==> config.mk <==
export PLATFORM = sky130hd
export DESIGN_NAME = bb3_queue
export DESIGN_NICKNAME = d
export VERILOG_FILES = /design/src/sv/bb3_pkg.sv /design/src/sv/bb3_queue.sv
export SDC_FILE = /design/constraint.sdc
export NUM_CORES = 1
export LEC_CHECK = 0
export ABC_CLOCK_PERIOD_IN_PS = 4900
export BUFFER_PORTS_ARGS = -buffer_cell sky130_fd_sc_hd__buf_2
export CORE_MARGIN = 2
export CORE_UTILIZATION = 50
export CTS_CLUSTER_DIAMETER = 120
export CTS_CLUSTER_SIZE = 30
export DETAILED_ROUTE_END_ITERATION = 10
export MAX_ROUTING_LAYER = met4
export PLACE_DENSITY = 0.7
export SLEW_MARGIN = 20
export SYNTH_ARGS = -nofsm -noshare
export SYNTH_HDL_FRONTEND = slang
export SYNTH_SLANG_ARGS = --single-unit
==> constraint.sdc <==
create_clock -name i_clk -period 4.9 [get_ports i_clk]
set_clock_uncertainty 0.2 [all_clocks]
set_input_delay 0.245 -clock i_clk [delete_from_list [all_inputs] [get_ports i_clk]]
set_output_delay 0.245 -clock i_clk [all_outputs]
set_load 0.01 [all_outputs]
==> src/sv/bb3_pkg.sv <==
// shared types, constants and the reciprocal table of the 3x3 rgb box blur
package bb3_pkg;

    localparam int PIX_W       = 8;
    localparam int RGB_W       = 3 * PIX_W;
    localparam int ROW_PAIR_W  = 2 * RGB_W;
    localparam int CFG_W_BITS  = 11;
    localparam int CFG_H_BITS  = 12;
    localparam int CFG_DATA_W  = 12;
    localparam int CFG_IDX_W   = 1;
    localparam int ROW_W       = 13;
    localparam int SUM_W       = 12;
    localparam int NUM_W       = 13;
    localparam int CNT_W       = 4;
    localparam int RECIP_W     = 20;
    localparam int RECIP_SHIFT = 20;
    localparam int PROD_W      = NUM_W + RECIP_W;
    localparam int QUEUE_DEPTH = 4;
    localparam int OUT_DEPTH   = 8;
    localparam int OUT_CNT_W   = $clog2(OUT_DEPTH) + 1;

    localparam logic OP_PIXEL = 1'b0;
    localparam logic OP_DRAIN = 1'b1;

    localparam logic [CFG_IDX_W-1:0] CFG_IDX_WIDTH  = 1'b0;
    localparam logic [CFG_IDX_W-1:0] CFG_IDX_HEIGHT = 1'b1;

    localparam logic [CFG_W_BITS-1:0] RESET_WIDTH  = 11'd640;
    localparam logic [CFG_H_BITS-1:0] RESET_HEIGHT = 12'd480;

    typedef struct packed {
        logic             opcode;
        logic [PIX_W-1:0] red_in;
        logic [PIX_W-1:0] green_in;
        logic [PIX_W-1:0] blue_in;
    } t_pix_in;

    typedef struct packed {
        logic [PIX_W-1:0] red_out;
        logic [PIX_W-1:0] green_out;
        logic [PIX_W-1:0] blue_out;
        logic             last_pixel;
    } t_pix_out;

    typedef struct packed {
        logic [RGB_W-1:0] px;
        logic             emit;
        logic             top_ok;
        logic             bot_ok;
        logic             left_ok;
        logic             right_ok;
        logic             last;
    } t_task;

    // ceil(2^20 / (2*count)) for the neighbour counts that can occur
    function automatic logic [RECIP_W-1:0] recip(input logic [CNT_W-1:0] cnt);
        logic [RECIP_W-1:0] m;
        case (cnt)
            4'd1:    m = 20'd524288;
            4'd2:    m = 20'd262144;
            4'd3:    m = 20'd174763;
            4'd4:    m = 20'd131072;
            4'd6:    m = 20'd87382;
            4'd9:    m = 20'd58255;
            default: m = '0;
        endcase
        return m;
    endfunction

endpackage

==> src/sv/bb3_queue.sv <==
// small register fifo used between the front and back and at the output
module bb3_queue #(
    parameter int WIDTH = 8,
    parameter int DEPTH = 4,
    parameter int CW    = 3
) (
    input  logic             i_clk,
    input  logic             i_rst_n,
    input  logic             i_push,
    input  logic [WIDTH-1:0] i_data,
    input  logic             i_pop,
    output logic [WIDTH-1:0] o_data,
    output logic             o_valid,
    output logic             o_full,
    output logic [CW-1:0]    o_count
);
    import bb3_pkg::*;

    localparam int AW = (DEPTH > 1) ? $clog2(DEPTH) : 1;

    logic [WIDTH-1:0] r_mem [DEPTH];
    logic [AW-1:0]    r_wptr;
    logic [AW-1:0]    r_rptr;
    logic [CW-1:0]    r_count;
    logic             do_push;
    logic             do_pop;

    assign o_valid = (r_count != '0);
    assign o_full  = (r_count == CW'(DEPTH));
    assign o_data  = r_mem[r_rptr];
    assign o_count = r_count;
    assign do_push = i_push && !o_full;
    assign do_pop  = i_pop && o_valid;

    always_ff @(posedge i_clk) begin
        if (do_push) begin
            r_mem[r_wptr] <= i_data;
        end
    end

    always_ff @(posedge i_clk) begin
        if (!i_rst_n) begin
            r_wptr  <= '0;
            r_rptr  <= '0;
            r_count <= '0;
        end else begin
            if (do_push) begin
                r_wptr <= (r_wptr == AW'(DEPTH - 1)) ? '0 : r_wptr + AW'(1);
            end
            if (do_pop) begin
                r_rptr <= (r_rptr == AW'(DEPTH - 1)) ? '0 : r_rptr + AW'(1);
            end
            case ({do_push, do_pop})
                2'b10:   r_count <= r_count + CW'(1);
                2'b01:   r_count <= r_count - CW'(1);
                default: r_count <= r_count;
            endcase
        end
    end

endmodule

### After elaboration in Yosys (flattened, before gate mapping)

Memories as Yosys holds them, arrays and structs flattened. A register that Yosys moved wholly into a read port is not among the register bits.
Index checks and enable logic that the tools add are counted.

| storage, ports and cells | value |
|---|---|
| bits in writable memories | 32 |
| output and inout bits | 13 |
| flip-flop bits (word level) | 7 |
| bits of input ports | 12 |
| memories | 1 |
| word-level logic and storage cells | 25 |
| latch bits | 0 |
| memory bits (read-only) | 0 |

| operators by class | value |
|---|---|
| multiply operators | 0 |
| reductions and logical operators | 5 |
| $add $sub $neg | 4 |
| shifts and indexed selects | 0 |
| $lt $le $gt $ge | 0 |
| equality and inequality tests | 5 |
| bitwise gates (word level) | 0 |
| mux-type cells | 7 |
| div/mod/pow operators | 0 |

Memory list:

| memory | words | bits a word | rd ports | clocked after memory_dff | write ports | line | RTL |
|---|---|---|---|---|---|---|---|
| r_mem | 4 | 8 | 1 | 1 | 1 | bb3_queue.sv:21 | `logic [WIDTH-1:0] r_mem [DEPTH];` |

Operators by type and width:

| operator | number |
|---|---|
| two-way mux 2 bit | 4 |
| equality test 2 bit (second input constant) | 3 |
| one-hot mux 3 bit (2 select lines) | 1 |
| adder 2 x 1 -> 2 bit (second input constant) | 2 |
| adder 3 x 1 -> 3 bit (second input constant) | 1 |
| equality test 3 bit (second input constant) | 1 |
| nonzero test 3 bit | 1 |
| subtractor 3 x 1 -> 3 bit (second input constant) | 1 |
| equality test 2 x 1 -> 1 bit (second input constant) | 1 |
| logical AND 1 bit | 2 |
| two-way mux 1 bit | 2 |
| nonzero test 2 bit | 1 |
| logical NOT 1 bit | 1 |

### Longest topological paths before layout

Gate-level depths: netlist (run 1).

| depth | value |
|---|---|
| depth after elaboration | 5 |
| gate-level depth with buffers | 10 |
| mapped depth without buffers | 9 |

### Least setup slack after synthesis (run 1)

OpenSTA, ideal clock, no wires.

| timing path | value |
|---|---|
| kind | flip-flop to flip-flop |
| start point | reg r_count[2] (netlist: o_count[2]) |
| end point | reg r_count[2] (netlist: o_count[2]) |
| data required time | 4624 ps |
| setup time | 76 ps |
| path slack | 2508 ps |
| path buffers | 1 |
| stages on the path, launching flop included | 11 |
| arrival time | 2116 ps |
| clock period less this slack | 2392 ps |
| path through | dfxtp_1 nor3b_2 nor2b_1 buf_2 inv_1 ha_1 inv_1 fa_1 xor2_1 or3_1 a21boi_0 |

| between the ends | value |
|---|---|
| longest elaborated chain between the ends | 5 |
| elaborated cells between the ends (all ways) | 11 |
| those cells by class | 2 x add/sub; 3 x eq/ne; 1 x mux; 5 x reduce/logical |

RTL lines:

| item | line | RTL |
|---|---|---|
| from (decl) | bb3_queue.sv:24 | `logic [CW-1:0] r_count;` |
| from (signal assigned) | bb3_queue.sv:54 | `2'b10: r_count <= r_count + CW'(1);` |
| from (signal assigned) | bb3_queue.sv:55 | `2'b01: r_count <= r_count - CW'(1);` |
| from (signal assigned) | bb3_queue.sv:56 | `default: r_count <= r_count;` |
| equality test 3 bit * | bb3_queue.sv:29 | `assign o_full = (r_count == CW'(DEPTH));` |
| net o_full | bb3_queue.sv:14 | `output logic o_full,` |
| logical NOT 1 bit * | bb3_queue.sv:32 | `assign do_push = i_push && !o_full;` |
| logical AND 1 bit * | bb3_queue.sv:32 |  |
| equality test 2 x 1 -> 1 bit or equality test 2 bit (tied branches) | bb3_queue.sv:53 | `case ({do_push, do_pop})` |
| one-hot mux 3 bit (2 select lines) or nonzero test 2 bit (tied branches) | n/a |  |

Mark *: on every way through the listed nets, which the timed path passes. The rest lies on a longest branch.
A chain may end at the register's enable or synchronous reset.

### Final worst setup path (run 1)

| timing path | value |
|---|---|
| start point | reg r_count[2] (netlist: o_count[2]) |
| end point | reg r_count[2] (netlist: o_count[2]) |

| between the ends | value |
|---|---|
| longest elaborated chain between the ends | 5 |
| elaborated cells between the ends (all ways) | 11 |
| those cells by class | 2 x add/sub; 3 x eq/ne; 1 x mux; 5 x reduce/logical |

RTL lines:

| item | line |
|---|---|
| equality test 3 bit | bb3_queue.sv:29 |
| logical NOT 1 bit | bb3_queue.sv:32 |
| logical AND 1 bit | bb3_queue.sv:32 |
| equality test 2 x 1 -> 1 bit or equality test 2 bit (tied branches) | bb3_queue.sv:53 |
| one-hot mux 3 bit (2 select lines) or nonzero test 2 bit (tied branches) | n/a |

Several ways; a longest one is shown, not always the timed one.

==> impl_metrics.json, run 1 <==
{
  "port_buffers": 24,
  "r2r_cells": 9,
  "synthCells": 98,
  "fin_nets": 152,
  "worst-path-stages": 9,
  "cts-root-buf": "clkbuf_4",
  "dp_hpwl_um": 1680,
  "cp.required_ns": 4.95,
  "fin_tns_setup_ns": 0,
  "status": "completed",
  "rsz0062_at_grt": "false",
  "clk_latency_ns": 0.32,
  "power_leakage_nw": 0.721,
  "critical_path_buf_inv_count": 2,
  "grt.total_usage_pct": 16.6,
  "cts_tree": "yes",
  "r2r_end": "o_count[2]",
  "synth-seq-cells": 41,
  "cts_buffers": 5,
  "drive_gt1_share_pct": 29.1,
  "die_y_um": 61.4,
  "period_minus_slack_ns": 2.38,
  "worstPathArrival_ns": 2.43,
  "slew_headroom_pct": 63.6,
  "met2_usage_pct": 24.8,
  "first_pass_iters": 4,
  "worst-path-max-fanout": 7,
  "gp_congestion": 0.669,
  "period_share_pct": 48.5,
  "cts_buffer_depth": 2,
  "drv_slew": 0,
  "p_per_area_nw_per_um2": 439,
  "syn-num-nets": 117,
  "worstSetupStartpoint": "o_count[2]",
  "netlist_area_um2": 1650,
  "path_common_cell": "inv_1",
  "start_util_pct": 53.0,
  "ys_warn_count": 0,
  "overflow": 0,
  "crit_type": "flip-flop to flip-flop",
  "grt_pass1_wl_um": 4130,
  "cts_sinks": 41,
  "holdPathStages": 3,
  "cp_slowest_stage_delay_ns": 0.40,
  "tightest_slew_ns": 0.545,
  "n_antenna_cell": 0,
  "peakVddDrop_v": 0.000266,
  "rows": 20,
  "io_pins": 25,
  "worst_setup_hold_path_clk_slew_ns": 0.10,
  "reg2reg_slack_ns": 2.52,
  "crit_chain": "nor3b_2 -> nor2b_1 -> inv_1 -> ha_1 -> inv_1 -> fa_1 -> xor2_1 -> or3_1 -> a21boi_0",
  "h-tree-depth": 2,
  "synth.distinct_cells": 21,
  "setup_violations": 0,
  "crit_end": "o_count[2]",
  "die-area_um2": 3770,
  "synth.avg_cell_area_um2": 16.8,
  "routed_wl_um": 2450,
  "cp_top_family": "simple AND/OR/NAND/NOR gates",
  "synth-seq-area-share_pct": 69.4,
  "slowest_stage": "dfxtp_1",
  "hold_viol_final": 0,
  "via_per_inst": 4.91,
  "post_drt_wl_per_cell_um": 13.8,
  "drtIter0Drc": 38,
  "drc": 0,
  "core_area_um2": 3100,
  "min_path_type": "input port to flip-flop",
  "antenna_left": 0,
  "clock.fmax_ghz": 0.421,
  "maxCapViolCount": 0,
  "grt_most_used_layer": "met2",
  "grt_max_degree": 13,
  "syn2layout_area_growth_pct": 17.5,
  "met1_usage_pct": 21.7,
  "grt_pass1_vias": 860,
  "chipWidth_um": 61.4,
  "r2r_start": "o_count[2]",
  "finalPower_mw": 0.848,
  "met3_usage_pct": 5.04,
  "end_kind": "flip-flop",
  "via_count": 874,
  "start_kind": "flip-flop",
  "antenna_found_initial": 0
}
[cell usage in the layout (no fill, tap or decap), drive strengths merged]
cell / Yosys / routed
edfxtp: 32 / 32
buf: 2 / 24
dfxtp: 9 / 9
mux4: 8 / 8
dlygate4sd3: 0 / 8
inv: 7 / 7
nand2: 7 / 7
clkbuf: 2 / 7
and2: 6 / 6
ha: 6 / 6
o21ai: 4 / 4
or3: 2 / 2
nor2: 2 / 2
mux2i: 2 / 2
nand3: 2 / 2
o31ai: 1 / 1
nor3b: 1 / 1
nor2b: 1 / 1
xnor2: 1 / 1
xor2: 1 / 1
a21boi: 1 / 1
fa: 1 / 1
clkinv: 0 / 1
[Yosys cell counts, drive strengths merged]
cell type  instances  area, um^2
edfxtp            32         961
dfxtp              9         180
mux4               8         180
inv                7        26.3
nand2              7        26.3
and2               6        37.5
ha                 6        75.1
o21ai              4        20.0
buf                2        10.0
clkbuf             2        7.51
mux2i              2        20.0
nand3              2        10.0
nor2               2        7.51
or3                2        12.5
a21boi             1        7.51
fa                 1        20.0
nor2b              1        6.26
nor3b              1        12.5
o31ai              1        7.51
xnor2              1        8.76
xor2               1        8.76
[metrics by stage]
step / worst slack (ns) / cell area, um^2 / utilization, % / hold WS [ns] / std cells
finish: 2.52 / 1930 / 62.3 / 0.0548 / 178
global route: 2.31 / 1930 / 62.3 / 0.0693 / 178
CTS: 2.51 / 1930 / 62.3 / 0.0400 / 178
detailed placement: 2.51 / 1800 / 58.1 / 0.267 / 162
global placement: 2.68 / 1800 / 58.1 / 0.255 / 162
floorplan: 2.51 / 1650 / - / 0.144 / 98
[routing by layer]
metal	up-vias	part of all wire (%)	wire length [um]
met5	-	0	0
met4	0	1.5	37
met3	4	4.0	99
met2	20	49	1200
met1	422	46	1120
li1	428	-	-
[worst min-delay path by stage]
stage                   start          end  slack, ns
floorplan           i_data[0]  r_mem[0][0]       0.14
global placement    i_data[6]  r_mem[1][6]       0.26
detailed placement  i_data[2]  r_mem[0][2]       0.27
CTS                   i_rst_n   o_count[2]       0.04
global route          i_rst_n    r_wptr[1]       0.07
finish                i_rst_n    r_wptr[0]       0.05
[report_power, final]
part	switching (mW)	internal [mW]
Clock	0.0960	0.0560
Sequential	0.0441	0.425
Combinational	0.105	0.122
[worst register-to-register path: cells and delay by family, from the launching register on]
kind | cells | cell delay (ns)
AOI/OAI and AO/OA | 1 | 0.18
buffers and inverters | 2 | 0.14
xor gates and xnor gates | 1 | 0.16
DFF | 1 | 0.40
and+or+nand+nor | 3 | 0.68
adders and majority gates | 2 | 0.54
[cells by family (layout without fill, tap and decap cells)]
| logic type | Yosys count | in the layout | synth area share (%) |
|---|---|---|---|
| DFF | 41 | 41 | 69.4 |
| and+or+nand+nor | 21 | 21 | 6.84 |
| buffers and inverters | 11 | 47 | 2.66 |
| muxes | 10 | 10 | 12.2 |
| adders and majority gates | 7 | 7 | 5.78 |
| AOI/OAI and AO/OA | 6 | 6 | 2.13 |
| xor gates and xnor gates | 2 | 2 | 1.06 |
[cell type report]
class | instances | area [um^2]
fill | 252 | 1170
sequential | 41 | 1140
multi-input combinational | 46 | 460
timing repair buffer | 32 | 200
tap | 44 | 55.1
clock buffer | 7 | 45.0
inverter | 7 | 26.3
clock inverter | 1 | 5.00
[repair_timing]
item	CTS	global route
hold endpoints to repair	32	0
setup buffers	0	0
hold buffers	8	0
gates resized for setup	0	0
[flip-flops by register name, summed over array words and instances (netlist names), named ones only]
name	count
r_mem	32
o_count	3
r_wptr	2
r_rptr	2
Note: power is estimated with default switching activity, not from simulation.
==> run 2, diff against run 1 <==
--- a/config.mk
+++ b/config.mk
@@ -5,15 +5,15 @@
 export SDC_FILE = /design/constraint.sdc
 export NUM_CORES = 1
 export LEC_CHECK = 0
-export ABC_CLOCK_PERIOD_IN_PS = 4900
+export ABC_CLOCK_PERIOD_IN_PS = 2100
 export BUFFER_PORTS_ARGS = -buffer_cell sky130_fd_sc_hd__buf_2
 export CORE_MARGIN = 2
-export CORE_UTILIZATION = 50
+export CORE_UTILIZATION = 49
 export CTS_CLUSTER_DIAMETER = 120
 export CTS_CLUSTER_SIZE = 30
 export DETAILED_ROUTE_END_ITERATION = 10
 export MAX_ROUTING_LAYER = met4
-export PLACE_DENSITY = 0.7
+export PLACE_DENSITY = 0.71
 export SLEW_MARGIN = 20
 export SYNTH_ARGS = -nofsm -noshare
 export SYNTH_HDL_FRONTEND = slang
==> constraint.sdc (replaced) <==
create_clock -name i_clk -period 2.1 [get_ports i_clk]
set_clock_uncertainty 0.2 [all_clocks]
set_input_delay 0.105 -clock i_clk [delete_from_list [all_inputs] [get_ports i_clk]]
set_output_delay 0.105 -clock i_clk [all_outputs]
set_load 0.01 [all_outputs]
==> run 2 against run 1 <==
The run now ends with negative setup slack left. Power increased to 2.5 times the previous value. Die area is 1.9% higher. Global-route usage is 0.26 points lower. Flip-flop and latch count did not move. Critical path type unchanged. First-iteration DRC count down 26%. Core utilization down 0.47 points. Design area up 5.0%. Count of clock-buffer cells in the layout is 1 lower. Via count increased by 3.4%.
==> impl_metrics.json, run 2 (same netlist as run 1, synthesis figures left out) <==
{
  "status": "finished with violations",
  "violations": "negative setup slack",
  "rsz0062_at_grt": "true",
  "antenna_found_initial": 0,
  "worst-path-max-fanout": 3,
  "cts_sinks": 41,
  "cp_top_family": "simple AND/OR/NAND/NOR gates",
  "via_per_inst": 4.86,
  "post_drt_wl_per_cell_um": 14.6,
  "design_area_um2": 2030,
  "n_antenna_cell": 0,
  "cp.required_ns": 2.17,
  "fin_nets": 158,
  "cts_buffer_depth": 2,
  "syn2layout_area_growth_pct": 23.4,
  "io_pins": 25,
  "setup_violations": 1,
  "clk_latency_ns": 0.34,
  "gp_congestion": 0.626,
  "cts-root-buf": "clkbuf_4",
  "min_path_type": "input port to flip-flop",
  "die-area_um2": 3840,
  "grt.total_usage_pct": 16.4,
  "start_util_pct": 50.1,
  "p_per_area_nw_per_um2": 1040,
  "critical_path_buf_inv_count": 2,
  "drive_gt1_share_pct": 38.6,
  "chipWidth_um": 61.9,
  "die_y_um": 61.9,
  "drv_slew": 0,
  "port_buffers": 24,
  "cts_buffers": 5,
  "power_leakage_nw": 0.757,
  "mostFrequentLayoutCells": "edfxtp_1 (32), buf_2 (24), dlygate4sd3_1 (9), mux4_2 (8), nand2_1 (7)",
  "first_pass_iters": 3,
  "grt_pass1_wl_um": 4080,
  "hold_slack_ns": 0.0125,
  "peakVddDrop_v": 0.000607,
  "antenna_left": 0,
  "path_common_cell": "inv_2",
  "period_share_pct": 100,
  "grt_max_degree": 13,
  "hold_viol_final": 0,
  "worstPathArrival_ns": 2.17,
  "drtIter0Drc": 28,
  "layout.cells.non_filler": 186,
  "core_area_um2": 3280,
  "h-tree-depth": 2,
  "dp_hpwl_um": 1830,
  "cp_slowest_stage_delay_ns": 0.38,
  "grt_pass1_vias": 869,
  "cts_tree": "yes",
  "rows": 21,
  "tightest_slew_ns": 0.418,
  "routed_wl_um": 2720,
  "maxCapViolCount": 0,
  "drc": 0,
  "overflow": 0,
  "place_area_um2": 1860,
  "period_minus_slack_ns": 2.10,
  "end_kind": "flip-flop",
  "final_common_cell": "edfxtp_1",
  "largest_register_ffs": 32,
  "crit_type": "flip-flop to flip-flop",
  "largest-register": "r_mem",
  "via_count": 904,
  "worst_setup_hold_path_clk_slew_ns": 0.11,
  "start_kind": "flip-flop",
  "crit_chain": "nor3b_4 -> nor2b_2 -> inv_2 -> ha_4 -> inv_2 -> fa_2 -> xor2_1 -> or3_1 -> a21boi_1",
  "slowest_stage": "dfxtp_4",
  "post-place-cells": 167,
  "slew_headroom_pct": 72.1,
  "clock.fmax_ghz": 0.476,
  "worst_slack_ns": -0.00106
}
run 2: power breakdown:
| group | internal [mW] | total, mW | leakage [nW] | switching (mW) |
|---|---|---|---|---|
| Sequential | 1.00 | 1.07 | 0.369 | 0.0714 |
| Combinational | 0.350 | 0.659 | 0.352 | 0.310 |
| Clock | 0.158 | 0.390 | 0.0357 | 0.233 |
run 2: final cells by class:
class                           instances  area (um^2)
Tap cell                               46         57.6
Inverter                                7         26.3
Sequential cell                        41         1150
Clock inverter                          2         8.76
Timing Repair Buffer                   38          248
Fill cell                             258         1250
Clock buffer                            6         51.3
Multi-Input combinational cell         46          489
run 2: metal layers:
metal	wire length [um]	vias up	global-route usage (%)
li1	-	442	-
met1	1120	444	18.5
met2	1470	16	26.6
met3	104	2	5.80
met4	22	0	6.38
met5	0	-	-
run 2: repair_timing:
action                                  CTS  global route
endpoints found under the hold margin    41             0
endpoints found under the setup margin    1             2
buffers inserted                          1             1
resized for setup                         0             2
hold buffers                              9             0
run 2: tightest hold or removal path: stages:
cell,delay (ns)
buf_2,0.11
o31ai_2,0.07
buf_4,0.12
o21ai_0,0.10
run 2: final timing paths:
| kind | start | to | slack, ns | depth (start not counted) |
|---|---|---|---|---|
| worst max-delay path | o_count[0] | o_count[2] | -0.001 | 9 |
| worst min-delay path | i_pop | r_rptr[0] | 0.01 | 4 |
| worst max register to register | o_count[0] | o_count[2] | -0.001 | 9 |
| worst min register to register | r_wptr[0] | r_wptr[0] | 0.33 | 2 |
run 2: through the flow:
| step | total power, mW | utilization [%] | worst slack (ns) | setup TNS (ns) |
|---|---|---|---|---|
| floorplan | 1.50 | - | -0.0935 | -0.0935 |
| global placement | 1.69 | 56.6 | 0.0824 | 0 |
| detailed placement | 1.72 | 56.6 | 0.00974 | 0 |
| CTS | 2.13 | 61.4 | 0.00250 | 0 |
| global route | 2.27 | 61.8 | -0.111 | -0.123 |
| finish | 2.12 | 61.8 | -0.00106 | -0.00106 |
