[src/sv/bb3_pkg.sv]
// shared types, constants and the reciprocal table of the 3x3 rgb box blur
package bb3_pkg;

    localparam int PIX_W       = 8;
    localparam int RGB_W       = 3 * PIX_W;
    localparam int ROW_PAIR_W  = 2 * RGB_W;
    localparam int CFG_W_BITS  = 11;
    localparam int CFG_H_BITS  = 12;
    localparam int CFG_DATA_W  = 12;
    localparam int CFG_IDX_W   = 1;
    localparam int ROW_W       = 13;
    localparam int SUM_W       = 12;
    localparam int NUM_W       = 13;
    localparam int CNT_W       = 4;
    localparam int RECIP_W     = 20;
    localparam int RECIP_SHIFT = 20;
    localparam int PROD_W      = NUM_W + RECIP_W;
    localparam int QUEUE_DEPTH = 4;
    localparam int OUT_DEPTH   = 8;
    localparam int OUT_CNT_W   = $clog2(OUT_DEPTH) + 1;

    localparam logic OP_PIXEL = 1'b0;
    localparam logic OP_DRAIN = 1'b1;

    localparam logic [CFG_IDX_W-1:0] CFG_IDX_WIDTH  = 1'b0;
    localparam logic [CFG_IDX_W-1:0] CFG_IDX_HEIGHT = 1'b1;

    localparam logic [CFG_W_BITS-1:0] RESET_WIDTH  = 11'd640;
    localparam logic [CFG_H_BITS-1:0] RESET_HEIGHT = 12'd480;

    typedef struct packed {
        logic             opcode;
        logic [PIX_W-1:0] red_in;
        logic [PIX_W-1:0] green_in;
        logic [PIX_W-1:0] blue_in;
    } t_pix_in;

    typedef struct packed {
        logic [PIX_W-1:0] red_out;
        logic [PIX_W-1:0] green_out;
        logic [PIX_W-1:0] blue_out;
        logic             last_pixel;
    } t_pix_out;

    typedef struct packed {
        logic [RGB_W-1:0] px;
        logic             emit;
        logic             top_ok;
        logic             bot_ok;
        logic             left_ok;
        logic             right_ok;
        logic             last;
    } t_task;

    // ceil(2^20 / (2*count)) for the neighbour counts that can occur
    function automatic logic [RECIP_W-1:0] recip(input logic [CNT_W-1:0] cnt);
        logic [RECIP_W-1:0] m;
        case (cnt)
            4'd1:    m = 20'd524288;
            4'd2:    m = 20'd262144;
            4'd3:    m = 20'd174763;
            4'd4:    m = 20'd131072;
            4'd6:    m = 20'd87382;
            4'd9:    m = 20'd58255;
            default: m = '0;
        endcase
        return m;
    endfunction

endpackage

[src/sv/bb3_front.sv]
// front end: frame position tracking, request classification and configuration
module bb3_front #(
    parameter int MAX_WIDTH = 1024,
    parameter int COL_W     = 10
) (
    input  logic                               i_clk,
    input  logic                               i_rst_n,
    input  logic                               i_valid,
    output logic                               o_stall,
    input  bb3_pkg::t_pix_in                   i_data,
    input  logic                               i_cfg_we,
    input  logic [bb3_pkg::CFG_IDX_W-1:0]      i_cfg_index,
    input  logic [bb3_pkg::CFG_DATA_W-1:0]     i_cfg_data,
    output logic                               o_push,
    output logic [COL_W-1:0]                   o_col,
    output bb3_pkg::t_task                     o_task,
    input  logic                               i_full
);
    import bb3_pkg::*;

    localparam int XW = ((COL_W > CFG_W_BITS) ? COL_W : CFG_W_BITS) + 1;

    logic [CFG_W_BITS-1:0] r_width;
    logic [CFG_H_BITS-1:0] r_height;
    logic [COL_W-1:0]      r_col;
    logic [ROW_W-1:0]      r_row;

    logic [CFG_W_BITS-1:0] w_eff;
    logic [CFG_H_BITS-1:0] h_eff;
    logic [XW-1:0]         w_x;
    logic [XW-1:0]         col_x;
    logic [XW-1:0]         ocol;
    logic [ROW_W-1:0]      h_x;
    logic [ROW_W-1:0]      orow;
    logic                  in_frame;
    logic                  accept;
    logic                  drop;
    logic                  col_nz;
    logic                  emit;
    logic                  wrap;
    logic                  last;

    always_comb begin
        w_eff = r_width;
        if (r_width == '0) begin
            w_eff = CFG_W_BITS'(1);
        end else if (int'(r_width) > MAX_WIDTH) begin
            w_eff = CFG_W_BITS'(MAX_WIDTH);
        end
    end

    assign h_eff    = (r_height == '0) ? CFG_H_BITS'(1) : r_height;
    assign w_x      = XW'(w_eff);
    assign col_x    = XW'(r_col);
    assign h_x      = ROW_W'(h_eff);
    assign in_frame = (r_row < h_x);
    assign accept   = i_valid && !o_stall;
    assign drop     = in_frame && (i_data.opcode == OP_DRAIN);
    assign col_nz   = (r_col != '0);
    assign emit     = (r_row >= ROW_W'(2)) || ((r_row == ROW_W'(1)) && col_nz);
    assign orow     = col_nz ? (r_row - ROW_W'(1)) : (r_row - ROW_W'(2));
    assign ocol     = col_nz ? (col_x - XW'(1)) : (w_x - XW'(1));
    assign wrap     = ((col_x + XW'(1)) >= w_x);
    assign last     = emit && (orow == (h_x - ROW_W'(1))) && (ocol == (w_x - XW'(1)));

    assign o_stall = i_full;
    assign o_push  = accept && !drop;
    assign o_col   = r_col;

    always_comb begin
        o_task.px       = '0;
        if (in_frame && (i_data.opcode == OP_PIXEL)) begin
            o_task.px = {i_data.red_in, i_data.green_in, i_data.blue_in};
        end
        o_task.emit     = emit;
        o_task.top_ok   = (orow != '0);
        o_task.bot_ok   = ((orow + ROW_W'(1)) < h_x);
        o_task.left_ok  = (ocol != '0);
        o_task.right_ok = ((ocol + XW'(1)) < w_x);
        o_task.last     = last;
    end

    always_ff @(posedge i_clk) begin
        if (!i_rst_n) begin
            r_width  <= RESET_WIDTH;
            r_height <= RESET_HEIGHT;
            r_col    <= '0;
            r_row    <= '0;
        end else if (i_cfg_we) begin
            case (i_cfg_index)
                CFG_IDX_WIDTH:  r_width  <= i_cfg_data[CFG_W_BITS-1:0];
                CFG_IDX_HEIGHT: r_height <= i_cfg_data[CFG_H_BITS-1:0];
                default:        r_width  <= r_width;
            endcase
            r_col <= '0;
            r_row <= '0;
        end else if (o_push) begin
            if (last) begin
                r_col <= '0;
                r_row <= '0;
            end else if (wrap) begin
                r_col <= '0;
                r_row <= r_row + ROW_W'(1);
            end else begin
                r_col <= COL_W'(col_x + XW'(1));
            end
        end
    end

endmodule

[config.mk]
export PLATFORM = sky130hd
export DESIGN_NAME = bb3_front
export DESIGN_NICKNAME = d
export VERILOG_FILES = /design/src/sv/bb3_pkg.sv /design/src/sv/bb3_front.sv
export SDC_FILE = /design/constraint.sdc
export NUM_CORES = 1
export LEC_CHECK = 0
export BUFFER_PORTS_ARGS = -buffer_cell sky130_fd_sc_hd__buf_2
export CORE_MARGIN = 2
export CORE_UTILIZATION = 59
export CTS_CLUSTER_DIAMETER = 40
export CTS_CLUSTER_SIZE = 16
export DETAILED_ROUTE_END_ITERATION = 6
export HOLD_SLACK_MARGIN = 0.03
export PLACE_DENSITY = 0.94
export SYNTH_ARGS = -nofsm -noshare
export SYNTH_HDL_FRONTEND = slang
export SYNTH_SLANG_ARGS = --single-unit
[constraint.sdc]
create_clock -name i_clk -period 4.8 [get_ports i_clk]
set_input_delay 0 -clock i_clk [delete_from_list [all_inputs] [get_ports i_clk]]
set_output_delay 0 -clock i_clk [all_outputs]
set_load 0.01 [all_outputs]
After elaboration in Yosys (flattened, before gate mapping)
Index checks and enable logic that the tools add are counted.
{ "totals": {"register_bits": 46, "inputBits": 43, "output_inout_bits": 42, "word_cells": 55} }
{ "classes": {"addsub": 9, "n_lt_le_gt_ge": 6, "eq_ne": 3, "n_mux": 10, "bitwise_logic": 3, "reduce_logical": 20} }
{ "ops": {"columns": ["operator", "count"], "rows": [
  ["13-bit 2-to-1 mux", 3],
  ["13-bit by 1-bit adder with 13-bit output, second input constant", 2],
  ["13-bit by 12-bit < comparator with 1-bit output", 2],
  ["12-bit 2-to-1 mux", 2],
  ["24-bit 2-to-1 mux", 1],
  ["11-bit 2-to-1 mux", 2],
  ["10-bit 2-to-1 mux", 2],
  ["13-bit by 1-bit equality test with 1-bit output, second input constant", 1],
  ["13-bit equality test", 1],
  ["13-bit by 2-bit greater-or-equal comparator with 1-bit output, second input constant", 1],
  ["13-bit nonzero test", 1],
  ["12-bit by 1-bit subtractor with 13-bit output, second input constant", 1],
  ["13-bit by 1-bit subtractor with 13-bit output, second input constant", 1],
  ["13-bit by 2-bit subtractor with 13-bit output, second input constant", 1],
  ["12-bit by 1-bit adder with 12-bit output, second input constant", 1],
  ["12-bit equality test", 1],
  ["12-bit by 11-bit greater-or-equal comparator with 1-bit output", 1],
  ["12-bit zero test", 1],
  ["12-bit by 11-bit < comparator with 1-bit output", 1],
  ["12-bit nonzero test", 1],
  ["11-bit by 1-bit subtractor with 12-bit output, second input constant", 1],
  ["10-bit by 1-bit adder with 11-bit output, second input constant", 1],
  ["11-bit > comparator, second input constant", 1],
  ["11-bit zero test", 1],
  ["other kinds (9)", 20]
]} }

Depth between registers and ports, before layout
Gate-level depths: netlist of the first run.
{ "depth": {"ltp_word": 9, "mapped_depth": 21, "mapped_depth_nobuf": 20} }

Worst setup path after synthesis of the first run
Ideal clock, no wire load.
{ "synth_timing": {"path_type": "register -> register", "from": "reg r_col[3] (netlist: o_col[3])", "to": "reg r_row[10]", "setup_time_ns": 0.124, "arrival_ns": 4.079, "required_time_ns": 4.676, "slack_ns": 0.597, "stages_incl_launch_ff": 17, "n_path_buf": 3, "synth_period_minus_slack_ns": 4.203, "cell_sequence": "dfxtp_1 -> buf_2 -> or4_1 -> nor3_1 -> clkbuf_1 -> mux2i_1 -> ha_1 -> nand2_1 -> o31a_1 -> a221oi_1 -> and4b_1 -> nand4_1 -> nor4_4 -> buf_4 -> nand2_1 -> nand2_1 -> nor2_1"} }
{ "synth_between": {"elab_chain_cells": 7, "word_cells_on_any_way": 15, "classes_between": "2 x add/sub; 1 x order compare; 2 x eq/ne; 3 x mux; 7 x reduce/logical"} }
{ "synth_lines": {"columns": ["element", "line_no", "text"], "rows": [
  ["from (decl)", "bb3_front.sv:25", "logic [COL_W-1:0] r_col;"],
  ["from (signal assigned)", "bb3_front.sv:105", "r_col <= COL_W'(col_x + XW'(1));"],
  ["parallel branches: the longest is 4 deep, another holds 10-bit by 1-bit subtractor with 11-bit output", null, null],
  ["1-bit logical AND *", "bb3_front.sv:64", "assign last = emit && (orow == (h_x - ROW_W'(1))) && (ocol == (w_x - XW'(1)));"],
  ["net last", "bb3_front.sv:41", "logic last;"],
  ["2-bit nonzero test (no source line)", null, null],
  ["2-bit AND reduction (no source line)", null, null],
  ["to (signal assigned)", "bb3_front.sv:103", "r_row <= r_row + ROW_W'(1);"],
  ["to (decl)", "bb3_front.sv:26", "logic [ROW_W-1:0] r_row;"]
]} }
Mark *: on every way through the listed nets, which the timed path passes.
A chain may end at the register's enable or synchronous reset.

==> results of run 1 <==
-- cell type report --
cell class | count | area (sq um)
inverters | 40 | 150
fillers | 711 | 2700
multi-input cells | 596 | 4170
well taps | 108 | 135
clock inverters | 2 | 10.0
repair buffers | 105 | 608
clock buffers | 5 | 68.8
flip-flops and latches | 46 | 921
-- metrics by stage --
step,setup WS (ps),cells,total power [W]
after floorplan,597,718,0.000674
after global placement,427,878,0.000767
after detailed placement,385,878,0.000778
after CTS,51.4,897,0.00101
after global routing,11.7,902,0.00108
final,340,902,0.00102
-- cell families after synthesis --
logic type | share of synthesized area, %
buffers and inverters | 5.82
flip-flops | 17.1
adder cells (fa/ha/maj) | 14.0
AND/OR/NAND/NOR | 30.4
AO/OA/AOI/OAI | 19.5
multiplexers | 1.12
XOR/XNOR | 12.1
-- timing repair --
action | in CTS | in global routing
gates resized for setup | 0 | 4
setup buffers | 0 | 5
hold buffers | 12 | 0
endpoints found under the hold margin | 23 | 0
setup endpoints to repair | 0 | 2
-- Yosys cell counts (4+ instances only) --
cell type  count  area [sq um]
a211o_1        4          35.0
a21boi_0      17           128
a21o_1         7          52.6
a21oi_1       28           140
a31oi_1        4          25.0
and2_1        28           175
and3_1         9          56.3
buf_4          5          37.5
clkbuf_1      26          97.6
dfxtp_1       46           921
ha_1          60           751
inv_1         39           146
mux2i_1        6          60.1
nand2_1      104           390
nand2b_1      14          87.6
nand3_1       24           120
nand4_1       10          62.6
nor2_1        39           146
nor2b_1        6          37.5
nor3_1        21           105
nor3b_1        6          45.0
nor4_1        16           100
o2111ai_1      5          43.8
o211ai_1      17           128
o21a_1         9          67.6
o21ai_0       20           100
o22ai_1        8          50.1
o31ai_1        7          52.6
or3_1          6          37.5
or4_1         12          90.1
xnor2_1       42           368
xor2_1        22           193
-- worst max-delay path, delay by kind of cell, from the launching register on --
kind	cells	cell delay [ps]
flip-flops	1	380
buffers and inverters	3	420
adder cells (fa/ha/maj)	2	520
AND/OR/NAND/NOR	9	1820
AO/OA/AOI/OAI	5	1040
-- report_power, final --
| part | internal [W] | total, W | switching [W] | leakage (nW) |
|---|---|---|---|---|
| combinational | 0.000171 | 0.000387 | 0.000216 | 2.30 |
| clock | 0.0000982 | 0.000230 | 0.000132 | 0.0438 |
| sequential | 0.000391 | 0.000408 | 0.0000161 | 0.374 |
| total | 0.000661 | 0.00102 | 0.000364 | 2.72 |
-- worst max path at each step --
stage	start	to	slack, ps	depth (start not counted)
CTS	o_col[2]$_SDFFE_PP0P_	o_task[3]	50	14
detailed placement	o_col[2]$_SDFFE_PP0P_	o_task[3]	390	14
global route	o_col[1]$_SDFFE_PP0P_	o_task[3]	10	16
finish	r_width[2]$_SDFFE_PN0P_	o_task[1]	340	19
floorplan	o_col[3]$_SDFFE_PP0P_	r_row[10]$_SDFFE_PP0P_	600	16
global placement	r_width[2]$_SDFFE_PN0P_	o_task[1]	430	21
-- state kept, by name, indices dropped and copies added (netlist names) --
name / flops
r_width: 11
r_row: 13
o_col: 10
r_height: 12
-- routing by layer --
metal | track usage, % | vias to the layer above
met5 | 0 | -
met4 | 12.8 | 0
met3 | 4.22 | 58
met2 | 56.4 | 272
met1 | 36.6 | 2616
li1 | - | 2730
==> summary.log, run 1 <==
[yosys] gate count of the mapped netlist 718
[worst_setup_path] worst reg2reg path depth 15
[timing] hold slack 69.4 ps
[timing] slew at the pin with the worst max-slew slack 1240 ps
[floorplanning] die span in y 99.5 microns
[route] DRC violations left 0
[timing] RSZ-0062 raised after global routing false
[worst_hold_path] Hold Path Class input port to flop
[route] initial DRC count 413
[worst_setup_path] largest stage delay on the critical path 610 ps
[timing] final number of hold-violating endpoints 0
[placement] Area after DPL 0.00581 sq mm
[clocking] clock buffer count from CTS 5
[yosys] fraction of the yosys area taken by sequential cells 17.1%
[worst_hold_path] Worst Hold Depth 2
[worst_setup_path] register-to-register setup slack 460 ps
[final_layout] number of antenna repair diodes 0
[route] count of antenna-violating nets left after detailed routing 0
[worst_setup_path] worst r2r src r_height[7]$_SDFFE_PN1P_
[status] outcome complete, no violations
[yosys] count of cell types in the netlist 66
[worst_setup_path] largest fanout on the critical path 8
[clocking] Max H-tree Level 2
[global_route] first-pass GRT wire length 25300 microns
[route] Met1 Wirelength 6430 microns
[power_and_ir_drop] total power density per cell area 169 mW/mm^2
[final_layout] layout cells sized above 1 14.6%
[clocking] total clock sinks 46
[job] count of maximum capacitance violations 0
[timing] headroom to the max-slew limit 17.2%
[worst_setup_path] R2R Path End r_row[11]$_SDFFE_PP0P_
[placement] routability cong. 1.00
[yosys] warnings from Yosys 0
[worst_setup_path] Max stage delay cell, worst path or4_1
[yosys] count of state elements after synthesis 46
[worst_setup_path] worst-path cell chain or4_1 > nor2_1 > a21oi_1 > nor2_1 > inv_1 > ha_1 > inv_1 > nor3_1 > o21ai_0 > nand2_1 > o22ai_1 > and3_1 > and3_1 > nand3_1 > o21ai_0 > ha_1 > nor3_1 > a211o_1 > buf_2
[final_layout] leading cell type in the layout, fill and taps excluded nand2_1
[floorplanning] starting density of the core 61.4%
[timing] largest clock skew in the final design 12.3 ps
[floorplanning] total die area 0.00989 sq mm
[timing] fin crit period 4460 ps
[placement] post-detail-place hpwl 12300 microns
[timing] achievable frequency 224 MHz
[floorplanning] count of standard-cell rows 34
[global_route] initial antenna violation count 0
[floorplanning] core area 0.00876 sq mm
[route] per-cell routed wire length 17.7 microns
[timing] final setup violation count 0
[global_route] maximum number of pins on one net before global-route repair 26
[timing] setup_tns 0 ps
[timing] Slew Viols, Final 0
[final_layout] final design area excluding fillers 0.00606 sq mm
[yosys] Async SR Flop Fraction 0%
[placement] port buffer count 84
[worst_setup_path] critical setup path kind flop to output port
[route] met3 wire length 993 microns
[route] count of vias placed by the detailed router 5676
[worst_hold_path] worst hold path endpoint r_width[7]$_SDFFE_PN1P_
[yosys] Mapped Nets 821
[power_and_ir_drop] reported leakage power 2.72 nW
[worst_setup_path] data arrival time of the critical path 4460 ps
[timing] Final period util 92.9%
[clocking] Clock Root Buffer clkbuf_8
[global_route] number of global-route vias before repair 5344
[yosys] Primary FF master, synth dfxtp_1
[yosys] syn_area_per_cell 7.49 sq um
[worst_setup_path] data required time of the critical path 4800 ps
[worst_setup_path] crit path launch type flop
[global_route] total overflow reported by the global router 0
[route] Pre-Repair DR Iteration Count 5
[power_and_ir_drop] Max rail drop VDD 0.115 mV
[final_layout] top library cells by usage in the layout, fill and taps aside 104 x nand2_1, 84 x buf_2, 60 x ha_1
[final_layout] Post-layout nets 897
[clocking] CTS tree built
[route] mean number of vias per cell 6.29
[global_route] total global routing track utilization 31.0%
[final_layout] relative area change from synthesis to final layout 12.8%
[floorplanning] Die X 99.5 microns
[route] Met2 Routed Length 7910 microns
[yosys] Post-Syn Area 0.00538 sq mm
[floorplanning] I/O pin total 85
[route] aggregate routed wire length 15900 microns
[clocking] clock transition time at the flip-flop clock pins of the worst setup and hold paths 80 ps
[worst_setup_path] CP endpoint kind output port
[yosys] number of synthesized flops with an enable pin 0
[worst_hold_path] startpoint of the most critical hold path i_rst_n
[route] highest metal layer with signal wires met4
[final_layout] share of the core filled with cells 69.2%
[clocking] maximum clock insertion buffer count 2
[clocking] clock insertion delay at the later pin of the skew report 300 ps
(Power assumes the default switching activity.)
==> inputs of run 2 (changes only) <==
- CORE_UTILIZATION: 59 -> 60
- CTS_BUF_LIST: unset -> sky130_fd_sc_hd__clkbuf_4 sky130_fd_sc_hd__clkbuf_8
- PLACE_DENSITY: 0.94 -> 0.95
- REMOVE_ABC_BUFFERS: unset -> 1
==> summary.log, run 2 (synthesis gave the netlist of run 1 again) <==
[floorplanning] starting density of the core 61.6% [was 61.4%]
[floorplanning] count of standard-cell rows 34 [unchanged]
[worst_setup_path] data arrival time of the critical path 4550 ps [was 4460 ps]
[power_and_ir_drop] Max rail drop VDD 0.107 mV [was 0.115 mV]
[route] per-cell routed wire length 17.5 microns [was 17.7 microns]
[global_route] initial antenna violation count 0 [unchanged]
[global_route] maximum number of pins on one net before global-route repair 26 [unchanged]
[worst_setup_path] data required time of the critical path 4800 ps [about the same]
[final_layout] Sequential Area 922 sq um [was 921 sq um]
[final_layout] number of antenna repair diodes 0 [unchanged]
[final_layout] # fillers 676 [was 711]
[route] Pre-Repair DR Iteration Count 5 [unchanged]
[final_layout] top library cells by usage in the layout, fill and taps aside 104 x nand2_1, 84 x buf_2, 60 x ha_1 [unchanged]
[final_layout] relative area change from synthesis to final layout 12.1% [was 12.8%]
[route] DRC violations left 0 [unchanged]
[placement] port buffer count 84 [unchanged]
[floorplanning] Die X 98.7 microns [was 99.5 microns]
[route] initial DRC count 468 [was 413]
[worst_setup_path] register-to-register setup slack 260 ps [was 460 ps]
[route] aggregate routed wire length 15700 microns [was 15900 microns]
[route] count of vias placed by the detailed router 5857 [was 5676]
[timing] achievable frequency 220 MHz [was 224 MHz]
[timing] Final period util 94.8% [was 92.9%]
[worst_setup_path] R2R Path End r_row[11]$_SDFFE_PP0P_ [unchanged]
[worst_setup_path] worst reg2reg path depth 16 [was 15]
[floorplanning] core area 0.00872 sq mm [was 0.00876 sq mm]
[floorplanning] I/O pin total 85 [unchanged]
[clocking] CTS tree built [unchanged]
[clocking] clock transition time at the flip-flop clock pins of the worst setup and hold paths 90 ps [was 80 ps]
[floorplanning] total die area 0.00973 sq mm [was 0.00989 sq mm]
[timing] largest clock skew in the final design 8.07 ps [was 12.3 ps]
[clocking] clock buffer count from CTS 5 [unchanged]
[worst_setup_path] largest stage delay on the critical path 640 ps [was 610 ps]
[timing] headroom to the max-slew limit 18.0% [was 17.2%]
[final_layout] area occupied by multi-input gates 0.00417 sq mm [about the same]
[final_layout] leading cell type in the layout, fill and taps excluded nand2_1 [unchanged]
[worst_setup_path] crit path launch type flop [unchanged]
[power_and_ir_drop] total power density per cell area 169 mW/mm^2 [about the same]
[floorplanning] die span in y 98.7 microns [was 99.5 microns]
[worst_setup_path] cell repeated most along the worst path nor3_1
[final_layout] largest register by flop count r_row [unchanged]
[route] mean number of vias per cell 6.52 [was 6.29]
[worst_setup_path] kind of cell adding the most delay to the critical path simple AND/OR/NAND/NOR gates [unchanged]
[placement] routability cong. 0.980 [was 1.00]
[worst_setup_path] Max stage delay cell, worst path nor4_4 [was or4_1]
[placement] post-detail-place hpwl 11900 microns [was 12300 microns]
[final_layout] layout cells sized above 1 14.4% [was 14.6%]
[clocking] Clock Root Buffer clkbuf_8 [unchanged]
[global_route] met2 Resource Use GR 57.1% [was 56.4%]
[worst_setup_path] CP endpoint kind output port [unchanged]
[status] outcome complete, no violations [unchanged]
[global_route] met1 Usage GRT 34.7% [was 36.6%]
[placement] Placed Cells 877 [was 878]
[worst_setup_path] worst r2r src o_col[2]$_SDFFE_PP0P_ [was r_height[7]$_SDFFE_PN1P_]
[worst_setup_path] Setup crit end o_task[3] [was o_task[1]]
[route] count of antenna-violating nets left after detailed routing 0 [unchanged]
[clocking] Max H-tree Level 2 [unchanged]
[worst_setup_path] WP buf/inv 1 [was 3]
[timing] final setup violation count 0 [unchanged]
[final_layout] number of non-filler instances in the completed layout 898 [was 902]
[final_layout] registers with the most flip-flops r_row (13), r_height (12), r_width (11) [unchanged]
[global_route] total global routing track utilization 31.7% [was 31.0%]
[timing] Slew Viols, Final 0 [unchanged]
[global_route] GR Layer Usage met3 4.75% [was 4.22%]
[worst_setup_path] Crit path depth 13 [was 19]
[final_layout] Post-layout nets 893 [was 897]
[global_route] total overflow reported by the global router 0 [unchanged]
[clocking] maximum clock insertion buffer count 2 [unchanged]
[global_route] first-pass GRT wire length 25800 microns [was 25300 microns]
[worst_setup_path] largest fanout on the critical path 12 [was 8]
[timing] fin crit period 4550 ps [was 4460 ps]
[power_and_ir_drop] reported leakage power 2.69 nW [was 2.72 nW]
[job] count of maximum capacitance violations 0 [unchanged]
[final_layout] max FFs per register 13 [unchanged]
[timing] slew at the pin with the worst max-slew slack 1230 ps [was 1240 ps]
[global_route] layer carrying the most global-route usage met2 [unchanged]
[worst_setup_path] critical setup path kind flop to output port [unchanged]
[worst_hold_path] Hold Path Class input port to flop [unchanged]
[clocking] total clock sinks 46 [unchanged]
[clocking] clock insertion delay at the later pin of the skew report 310 ps [was 300 ps]
[worst_setup_path] worst-path cell chain nor4_4 > nand3_2 > mux2i_1 > nor2b_1 > or3b_2 > nor3_1 > xnor2_1 > ha_1 > a211o_1 > o211ai_1 > a21oi_1 > nor3_1 > buf_2 [was or4_1 > nor2_1 > a21oi_1 > nor2_1 > inv_1 > ha_1 > inv_1 > nor3_1 > o21ai_0 > nand2_1 > o22ai_1 > and3_1 > and3_1 > nand3_1 > o21ai_0 > ha_1 > nor3_1 > a211o_1 > buf_2]
[worst_setup_path] worst setup path startpoint o_col[5]$_SDFFE_PP0P_ [was r_width[2]$_SDFFE_PN0P_]
[global_route] number of global-route vias before repair 5619 [was 5344]
[timing] final number of hold-violating endpoints 0 [unchanged]
[power_and_ir_drop] post-layout power 0.00102 W [about the same]
==> run 2: cell count changes in the layout (fill, tap and decap cells not counted), sizes merged <==
cell / before / now
buf: 93 / 89
==> run 2: worst min-delay path by stage <==
stage                     slack, ps    start                      end  cells after the start
after global routing             90  i_rst_n  r_width[7]$_SDFFE_PN1P_                      2
after global placement          190   i_full                  o_stall                      2
after CTS                        50  i_rst_n  r_width[7]$_SDFFE_PN1P_                      2
after floorplan                   0   i_full                  o_stall                      0
after detailed placement        210   i_full                  o_stall                      2
final                            50  i_rst_n  r_width[7]$_SDFFE_PN1P_                      2
==> run 2: cell type report <==
class | count | share of cell area (%)
Multi-Input combinational cell | 596 | 69.1
Sequential cell | 46 | 15.3
Timing Repair Buffer | 101 | 9.59
Inverter | 40 | 2.49
Tap cell | 108 | 2.24
Clock buffer | 5 | 1.14
Clock inverter | 2 | 0.166
==> run 2: timing repair <==
action                                  in CTS  in global routing
hold buffers                                12                  0
endpoints found under the hold margin       23                  0
resized for setup                            0                  5
endpoints found under the setup margin       0                  2
setup buffers                                0                  2
==> run 2: power breakdown <==
group / internal [W] / switching [W]
Combinational: 0.000169 / 0.000211
Sequential: 0.000391 / 0.0000177
Clock: 0.0000981 / 0.000134
Total: 0.000659 / 0.000363
==> run 2: per-layer routing <==
metal  routed length [microns]  part of all wire [%]  vias to the layer above
li1                          -                     -                     2717
met1                      6000                    38                     2671
met2                      7560                    48                      361
met3                      1180                   7.5                      108
met4                      1010                   6.4                        0
met5                         0                     0                        -
==> run 2: metrics by stage <==
stage,utilization (%),cell area [sq um],TNS [ps],hold slack (ps),setup slack [ps]
5_1_grt,69.1,6030,-12.9,88.4,-11.2
3_5_place_dp,66.5,5800,0,208,381
2_1_floorplan,-,5210,-48.1,0,-48.1
6_report,69.1,6030,0,49.9,249
3_3_place_gp,66.5,5800,0,193,483
4_1_cts,68.8,6000,0,54.2,50.6
